### src/ipws_pkg.sv
// Shared types and constants of the interpolating PCM window store.
// No dependencies; imported by every module of the block but ipws_store.
package ipws_pkg;

	// request kinds
	typedef enum logic [1:0] {
		REQ_WRITE   = 2'd0,
		REQ_PUBLISH = 2'd1,
		REQ_READ    = 2'd2,
		REQ_PLAN    = 2'd3
	} req_kind_t;

	// configuration port
	localparam int CFG_IW = 1;
	localparam int CFG_DW = 13;
	localparam logic [CFG_IW-1:0] CFG_CHANNELS = 1'b0;
	localparam logic [CFG_IW-1:0] CFG_CAPACITY = 1'b1;
	localparam logic [3:0]  CHANNELS_RESET = 4'd1;
	localparam logic [12:0] CAPACITY_RESET = 13'd4096;

	// width of frame*channels+channel before it is cut to the store address
	localparam int ADDR_CALC_W = 18;

	// request word
	typedef struct packed {
		req_kind_t           req_type;
		logic [11:0]         frame_index;
		logic [2:0]          channel;
		logic signed [23:0]  sample_value;
		logic signed [63:0]  frame_number;
		logic [12:0]         frame_span;
		logic signed [63:0]  source_total;
		logic [62:0]         position;
		logic [63:0]         generation;
		logic [63:0]         epoch;
	} req_t;

	// result word
	typedef struct packed {
		logic                accepted;
		logic signed [23:0]  sample_out;
		logic [62:0]         range_first;
		logic [12:0]         range_count;
		logic [63:0]         window_generation;
		logic [63:0]         window_epoch;
	} rsp_t;

	// controller to datapath
	typedef struct packed {
		logic capture;
		logic eval;
		logic rd_a;
		logic rd_b;
		logic mix;
		logic plan;
		logic fin;
	} ctrl_cmd_t;

	// datapath to controller
	typedef struct packed {
		req_kind_t kind;
		logic      rd_ok;
	} dp_status_t;

endpackage

### src/ipws_ctrl.sv
// Controller state machine: sequences each request through the datapath.
// Depends on ipws_pkg.
module ipws_ctrl import ipws_pkg::*; (
	input  logic       clk,
	input  logic       arst_n,
	input  logic       start,
	input  dp_status_t st,
	output logic       busy,
	output logic       done,
	output ctrl_cmd_t  cmd
);

	typedef enum logic [6:0] {
		S_IDLE = 7'b0000001,
		S_EVAL = 7'b0000010,
		S_RD_A = 7'b0000100,
		S_RD_B = 7'b0001000,
		S_MIX  = 7'b0010000,
		S_PLAN = 7'b0100000,
		S_FIN  = 7'b1000000
	} state_t;

	state_t state_q;
	state_t state_n;
	logic   done_q;

	// next state and commands
	always_comb begin
		state_n = state_q;
		cmd     = '0;
		unique case (state_q)
			S_IDLE: begin
				cmd.capture = start;
				if (start) begin
					state_n = S_EVAL;
				end
			end
			S_EVAL: begin
				cmd.eval = 1'b1;
				unique case (st.kind)
					REQ_READ: state_n = S_RD_A;
					REQ_PLAN: state_n = S_PLAN;
					default:  state_n = S_FIN;
				endcase
			end
			S_RD_A: begin
				cmd.rd_a = 1'b1;
				state_n  = st.rd_ok ? S_RD_B : S_FIN;
			end
			S_RD_B: begin
				cmd.rd_b = 1'b1;
				state_n  = S_MIX;
			end
			S_MIX: begin
				cmd.mix = 1'b1;
				state_n = S_FIN;
			end
			S_PLAN: begin
				cmd.plan = 1'b1;
				state_n  = S_FIN;
			end
			S_FIN: begin
				cmd.fin = 1'b1;
				state_n = S_IDLE;
			end
			default: state_n = S_IDLE;
		endcase
	end

	always_ff @(posedge clk or negedge arst_n) begin
		if (!arst_n) begin
			state_q <= S_IDLE;
			done_q  <= 1'b0;
		end else begin
			state_q <= state_n;
			done_q  <= (state_q == S_FIN);
		end
	end

	assign busy = (state_q != S_IDLE);
	assign done = done_q;

endmodule

### config.mk
export PLATFORM = sky130hd
export DESIGN_NAME = ipws_ctrl
export DESIGN_NICKNAME = d
export VERILOG_FILES = /design/src/ipws_pkg.sv /design/src/ipws_ctrl.sv
export SDC_FILE = /design/constraint.sdc
export NUM_CORES = 1
export LEC_CHECK = 0
export BUFFER_PORTS_ARGS = -buffer_cell sky130_fd_sc_hd__buf_2
export CAP_MARGIN = 10
export CORE_AREA = 2 2 39 41
export CTS_CLUSTER_DIAMETER = 30
export DETAILED_ROUTE_END_ITERATION = 16
export DIE_AREA = 0 0 41 43
export PLACE_DENSITY = 0.68
export SYNTH_ARGS = -nofsm -noshare
export SYNTH_HDL_FRONTEND = slang
export SYNTH_SLANG_ARGS = --single-unit
### constraint.sdc
create_clock -name clk -period 1.15 [get_ports clk]
set_input_delay 0.0575 -clock clk [delete_from_list [all_inputs] [get_ports clk]]
set_output_delay 0.0575 -clock clk [all_outputs]
set_load 0.1 [all_outputs]
=== Word level (Yosys, flattened, before mapping) ===
Index checks and enable logic that the tools add are counted.
W data, S select, Z words.

* Input bits: 6
* Word-level logic and storage cells: 25
* Bits in registers: 8
* Output and inout bits: 9

* Equality and inequality tests: 11
* Reduce and logical (&&, ||, !) cells: 1
* Multiplexer cells: 11

{| class="wikitable"
|+ Operators by type and width
! operator !! number
|-
| $pmux W7 S5 || 1
|-
| $mux W7 || 2
|-
| $pmux W7 S2 || 1
|-
| $eq A7 B1 Y1 const B || 1
|-
| $eq A7 B2 Y1 const B || 1
|-
| $eq A7 B3 Y1 const B || 1
|-
| $eq A7 B4 Y1 const B || 1
|-
| $eq A7 B5 Y1 const B || 1
|-
| $eq A7 B6 Y1 const B || 1
|-
| $eq A7 B7 Y1 const B || 1
|-
| $mux W1 || 7
|-
| $ne A7 B1 Y1 const B || 1
|-
| $eq A2 B2 Y1 const B || 2
|-
| $ne A2 B2 Y1 const B || 1
|-
| $reduce_or A2 Y1 || 1
|}

=== Depth between registers and ports, before layout ===
Gate-level depths: netlist of run 1.

* Depth in word-level cells: 3
* Mapped depth: 4
* Depth with buffers taken out: 4

=== Worst setup path after synthesis of run 1 ===
OpenSTA, ideal clock, no wires.

* Path type: register -> output
* Start: register state_q[2]
* End: output port cmd[2] (netlist bit)
* Data required time: 1.092 ns
* Slack: -2.017 ns
* Cell stages (with the launch flop): 4
* Buffers on the path: 0
* Data arrival time: 3.110 ns
* Path through: dfrtp_1 -> nor4_4 -> nand2b_1 -> nor3b_1

{| class="wikitable"
|+ RTL lines
! element !! line !! RTL
|-
| start: declaration || ipws_ctrl.sv:23 || <nowiki>state_t state_q;</nowiki>
|-
| start signal: assignment || ipws_ctrl.sv:75 || <nowiki>state_q <= state_n;</nowiki>
|-
| end: declaration || ipws_ctrl.sv:10 || <nowiki>output ctrl_cmd_t cmd</nowiki>
|}

==> flow_metrics.env, run 1 <==
export IMPL_finalHoldViolCount=0
export IMPL_cts_tree="done"
export IMPL_clk_insertion_delay_late_ns=0.26
export IMPL_dp_hpwl_um=884
export IMPL_tightest_slew_ns=0.483
export IMPL_synth_seq_cells=8
export IMPL_peakVddDrop_mv=1.41
export IMPL_gp_congestion=0.717
export IMPL_layout_drive_gt1_share=0.724
export IMPL_placementRows=14
export IMPL_path_class="reg2out"
export IMPL_start_kind="flop"
export IMPL_skew_ns=0.0112
export IMPL_syn_inst=37
export IMPL_start_util=0.305
export IMPL_mostFrequentLayoutCells="buf_4 (11), buf_12 (8), buf_6 (8)"
export IMPL_drc=0
export IMPL_fillers=102
export IMPL_overflow=0
export IMPL_hp_class="in2reg"
export IMPL_finalNonFillerCells=92
export IMPL_ios=15
export IMPL_viasPerCell=4.99
export IMPL_worstPathArrival_ns=1.61
export IMPL_antenna_cells=0
export IMPL_period_share=1.45
export IMPL_grt_usage=0.198
export IMPL_fin_ws_ns=-0.519
export IMPL_dieArea_mm2=0.00176
export IMPL_synth_top_area_share=0.415
export IMPL_violations="negative setup slack"
export IMPL_vias=459
export IMPL_detail_route_antenna_nets=0
export IMPL_finalPower_w=0.00220
export IMPL_drt_initial_drc_count=6
export IMPL_numPortBuffers=14
export IMPL_max_freq_ghz=0.599
export IMPL_antenna_found_initial=0
export IMPL_synth_area_top_cells="dfrtp_1 (42%), dfstp_2 (6.2%), and4b_2 (5.3%)"
export IMPL_reg2reg_slack_ns=-0.26
export IMPL_die_w_um=41
export IMPL_wl_per_cell_um=14.5
export IMPL_r2r_end="state_q[0]"
export IMPL_syn_to_final_growth_pct=123
export IMPL_cts_buffers=3
export IMPL_drt_pre_antenna_iters=4
export IMPL_coreArea_mm2=0.00138
export IMPL_syn_area_um2=422
export IMPL_ff2ff_path_depth=5
export IMPL_cts_sinks=8
export IMPL_clockRootBuffer="clkbuf_4"
export IMPL_rsz0062_at_grt="true"
export IMPL_drv_slew=0
export IMPL_ys_types=20
export IMPL_cp_end_kind="output pin"
export IMPL_yosys_area_top_type="dfrtp_1"
export IMPL_clkTransAtPathRegs_ns=0.06
export IMPL_multi_input_area_um2=290
export IMPL_hold_path_end="state_q[6]"
export IMPL_synth_fp_nets=43
export IMPL_holdCritStartpoint="st[0]"
export IMPL_p_per_area_mw_per_mm2=2340
export IMPL_grt_pass1_vias=510
export IMPL_syn_area_per_cell_um2=11.4
export IMPL_die_h_um=43
export IMPL_ys_warn_count=0
export IMPL_crit_required_ns=1.09
export IMPL_period_needed_ns=1.67
export IMPL_drt_total_wl_mm=1.33
export IMPL_finalSetupViolCount=15
export IMPL_status="complete, but fails checks"
export IMPL_slew_limit_headroom=0.680
export IMPL_dpl_cell_count=78
export IMPL_r2r_start="state_q[1]"
export IMPL_p_leak_nw=0.424
export IMPL_layout_commonest_cell="buf_4"
export IMPL_grt_pass1_wl_mm=2.26
export IMPL_nets=83
export IMPL_crit_fanout=2
export IMPL_cts_buffer_depth=2
export IMPL_regArea_um2=204
export IMPL_whs_path_depth=2
export IMPL_yosysSeqAreaShare=0.478
export IMPL_grt_start_max_net_pins=9
export IMPL_cap_violations=0
export IMPL_h_tree_depth=1
[worst max-delay path by stage]
stage,start,endpoint,slack (ns),cells past startpoint
final,state_q[1],cmd[1],-0.52,4
after global routing,state_q[1],cmd[1],-0.61,4
after CTS,state_q[1],cmd[2],-0.53,4
after detailed placement,state_q[1],cmd[1],-0.26,4
after global placement,state_q[3],cmd[5],-0.20,5
after floorplan,state_q[3],cmd[1],-0.77,3
[through the flow]
stage	hold WS, ns	setup WS [ns]	instance area, µm²	util	setup TNS, ns
floorplan	-0.238	-0.770	479	-	-4.93
global placement	-0.0973	-0.200	757	0.547	-1.85
detailed placement	-0.0917	-0.263	757	0.547	-2.41
CTS	0.0431	-0.526	916	0.662	-4.48
global route	0.0146	-0.608	942	0.681	-5.74
finish	0.0393	-0.519	942	0.681	-4.53
[registers in the layout, indices dropped and copies added (netlist names)]
name     count
state_q      7
done         1
[cell usage after synthesis]
| library cell | instances |
|---|---|
| a41o_1 | 1 |
| and2_1 | 1 |
| and3_1 | 1 |
| and4_1 | 1 |
| and4b_1 | 1 |
| and4b_2 | 2 |
| dfrtp_1 | 7 |
| dfstp_2 | 1 |
| inv_1 | 3 |
| nand2b_1 | 1 |
| nand3_1 | 1 |
| nand3_2 | 1 |
| nand3b_1 | 1 |
| nand4b_1 | 2 |
| nor2_1 | 5 |
| nor3_2 | 1 |
| nor3b_1 | 3 |
| nor4_4 | 1 |
| o221ai_1 | 1 |
| xor2_1 | 2 |
[power by group]
group | switching [W] | internal, W | total (W) | leakage (nW)
Combinational | 0.000820 | 0.000745 | 0.00156 | 0.305
Sequential | 0.0000578 | 0.000341 | 0.000399 | 0.104
Clock | 0.000106 | 0.000133 | 0.000239 | 0.0150
Total | 0.000983 | 0.00122 | 0.00220 | 0.424
[cell type report]
class,instances,share of cell area
timing repair buffer,35,0.406
multi-input combinational,26,0.308
sequential,8,0.216
clock buffer,4,0.0279
tap,16,0.0212
inverter,3,0.0199
[cell families after synthesis]
kind of cell    synth area share
flops                      0.478
simple gates               0.410
buf+inv                   0.0267
compound gates            0.0445
xor+xnor                  0.0416
[worst max-delay path: stages, from the launching register on]
cell and delay (ns):
dfrtp_1 0.41, nor4_4 0.31, nand2b_1 0.18, nor3b_4 0.24, buf_12 0.20
[per-layer routing]
| layer | vias to the layer above | global-route usage | routed length (µm) |
|---|---|---|---|
| li1 | 215 | - | - |
| met2 | 14 | 0.322 | 767 |
| met1 | 230 | 0.223 | 510 |
| met4 | 0 | 0.0600 | 0 |
| met5 | - | 0 | 0 |
| met3 | 0 | 0.0838 | 53 |
[timing repair]
item,in CTS,in global routing
hold endpoints to repair,9,0
endpoints found under the setup margin,14,16
pin swaps,9,7
hold buffers,2,0
gates resized for setup,16,6
setup buffers,8,3
Power figures use the tool's default switching activity.
==> run 2: changes to the inputs <==
--- a/config.mk
+++ b/config.mk
@@ -11,7 +11,7 @@
 export CTS_CLUSTER_DIAMETER = 30
 export DETAILED_ROUTE_END_ITERATION = 16
 export DIE_AREA = 0 0 41 43
-export PLACE_DENSITY = 0.68
+export PLACE_DENSITY = 0.66
 export SYNTH_ARGS = -nofsm -noshare
 export SYNTH_HDL_FRONTEND = slang
 export SYNTH_SLANG_ARGS = --single-unit
==> constraint.sdc (replaced) <==
create_clock -name clk -period 2.02 [get_ports clk]
set_input_delay 0.101 -clock clk [delete_from_list [all_inputs] [get_ports clk]]
set_output_delay 0.101 -clock clk [all_outputs]
set_load 0.1 [all_outputs]
==> run 2 against run 1 <==
Effect of this change:
- the flow now finishes without violations
- sequential cell count did not move
- final area fell by 39%
- routed wire length fell by 37%
- combinational power fell by 72%
- critical path type unchanged
- highest routed layer is now met4
==> flow_metrics.env, run 2 (synthesis results as in run 1) <==
export IMPL_status="completed"
export IMPL_grt_pass1_vias=301
export IMPL_path_cells="nor4_4, nand2b_1, nor3b_2, buf_2"
export IMPL_rsz0062_at_grt="false"
export IMPL_fin_ws_ns=0.0955
export IMPL_mostFrequentLayoutCells="buf_2 (12), dfrtp_1 (7), clkbuf_4 (5)"
export IMPL_fin_util=0.412
export IMPL_p_int_w=0.000364
export IMPL_crit_path_max_incr_delay_ns=0.45
export IMPL_finalHoldViolCount=0
export IMPL_ff2ff_path_depth=4
export IMPL_r2r_start="state_q[5]"
export IMPL_finalPower_w=0.000791
export IMPL_drc=0
export IMPL_power_frac_seq=0.292
export IMPL_nets=63
export IMPL_start_kind="flop"
export IMPL_reg2reg_slack_ns=0.67
export IMPL_placed_cell_area_um2=529
export IMPL_clockRootBuffer="clkbuf_4"
export IMPL_die_h_um=43
export IMPL_vias=351
export IMPL_finalSetupViolCount=0
export IMPL_drt_total_wl_um=836
export IMPL_drt_initial_drc_count=6
export IMPL_fin_area_um2=571
export IMPL_antenna_cells=0
export IMPL_endpoint="cmd[1]"
export IMPL_crit_start="state_q[2]"
export IMPL_regMostFlops="state_q"
export IMPL_p_leak_nw=0.312
export IMPL_critPathSlowestCell="dfrtp_1"
export IMPL_drt_pre_antenna_iters=2
export IMPL_peakVddDrop_mv=0.762
export IMPL_wl_per_cell_um=11.6
export IMPL_layout_drive_gt1_share=0.464
export IMPL_tightest_slew_ns=0.486
export IMPL_grt_usage=0.111
export IMPL_syn_to_final_growth_pct=35.3
export IMPL_combPwrFrac=0.543
export IMPL_period_share=0.953
export IMPL_crit_fanout=6
export IMPL_gp_congestion=0.768
export IMPL_switching_share=0.540
export IMPL_whs_ns=0.0195
export IMPL_coreArea_mm2=0.00138
export IMPL_skew_ns=0.00852
export IMPL_numPortBuffers=14
export IMPL_power_switching_w=0.000427
export IMPL_max_freq_ghz=0.520
export IMPL_cts_buffers=3
export IMPL_cap_violations=0
export IMPL_clkPwrFrac=0.165
export IMPL_slew_limit_headroom=0.678
export IMPL_grt_start_max_net_pins=9
export IMPL_grt_pass1_wl_mm=1.31
export IMPL_cts_buffer_depth=2
export IMPL_cts_setup_buffers=0
export IMPL_clkTransAtPathRegs_ns=0.05
export IMPL_ios=15
export IMPL_h_tree_depth=1
export IMPL_cp_end_kind="output pin"
export IMPL_p_per_area_mw_per_mm2=1390
export IMPL_hp_class="in2reg"
export IMPL_layout_commonest_cell="buf_2"
export IMPL_detail_route_antenna_nets=0
export IMPL_die_w_um=41
export IMPL_cts_tree="done"
export IMPL_antenna_found_initial=0
export IMPL_cts_sinks=8
export IMPL_crit_required_ns=1.92
export IMPL_placementRows=14
export IMPL_path_class="reg2out"
export IMPL_dp_hpwl_um=631
export IMPL_largest_reg_flops=7
export IMPL_start_util=0.305
export IMPL_overflow=0
export IMPL_viasPerCell=4.88
export IMPL_drv_slew=0
export IMPL_period_needed_ns=1.92
export IMPL_dieArea_mm2=0.00176
export IMPL_pre_cts_slack_ns=0.343
export IMPL_worstPathArrival_ns=1.82
export IMPL_clk_insertion_delay_late_ns=0.25
export IMPL_r2r_end="state_q[5]"
## run 2: layer usage
layer	vias to the layer above	track usage	routed length, µm
met2	11	0.150	393
met4	0	0.0600	10
met1	163	0.146	378
met3	2	0.0471	54
met5	-	0	0
li1	175	-	-
## run 2: repair_timing
item                                    CTS  global route
endpoints found under the hold margin     8             0
gates resized for setup                   0             2
hold buffers                              1             0
endpoints found under the setup margin    0             2
## run 2: power groups by stage
stage	registers (W)	logic, W	clock network [W]
3_3_place_gp	0.000232	0.000423	0
6_report	0.000231	0.000430	0.000130
5_1_grt	0.000235	0.000448	0.000151
2_1_floorplan	0.000236	0.000360	0
4_1_cts	0.000230	0.000428	0.000139
3_5_place_dp	0.000232	0.000426	0
## run 2: per-stage QoR
step,TNS [ns],std cells
floorplan,-0.590,37
global placement,0,67
detailed placement,0,67
CTS,0,72
global route,0,72
finish,0,72
## run 2: worst min-delay path by stage
stage	startpoint	to	slack, ns	cells past startpoint
finish	st[1]	state_q[2]	0.02	2
global route	st[1]	state_q[2]	0.02	2
CTS	st[1]	state_q[2]	0.006	2
detailed placement	arst_n	done	-0.04	1
global placement	arst_n	done	-0.05	1
floorplan	arst_n	done	-0.19	0
## run 2: final cells by class
type / count / area [µm²]
Tap cell: 16 / 20.0
Inverter: 3 / 11.3
Clock buffer: 4 / 26.3
Multi-Input combinational cell: 26 / 226
Sequential cell: 8 / 201
Fill cell: 134 / 813
Timing Repair Buffer: 15 / 85.1
## run 2: worst max-delay path, delay by kind of cell, from the launching register on
| family | cells | cell delay (ns) |
|---|---|---|
| buf+inv | 1 | 0.44 |
| simple gates | 3 | 0.69 |
| flops | 1 | 0.45 |
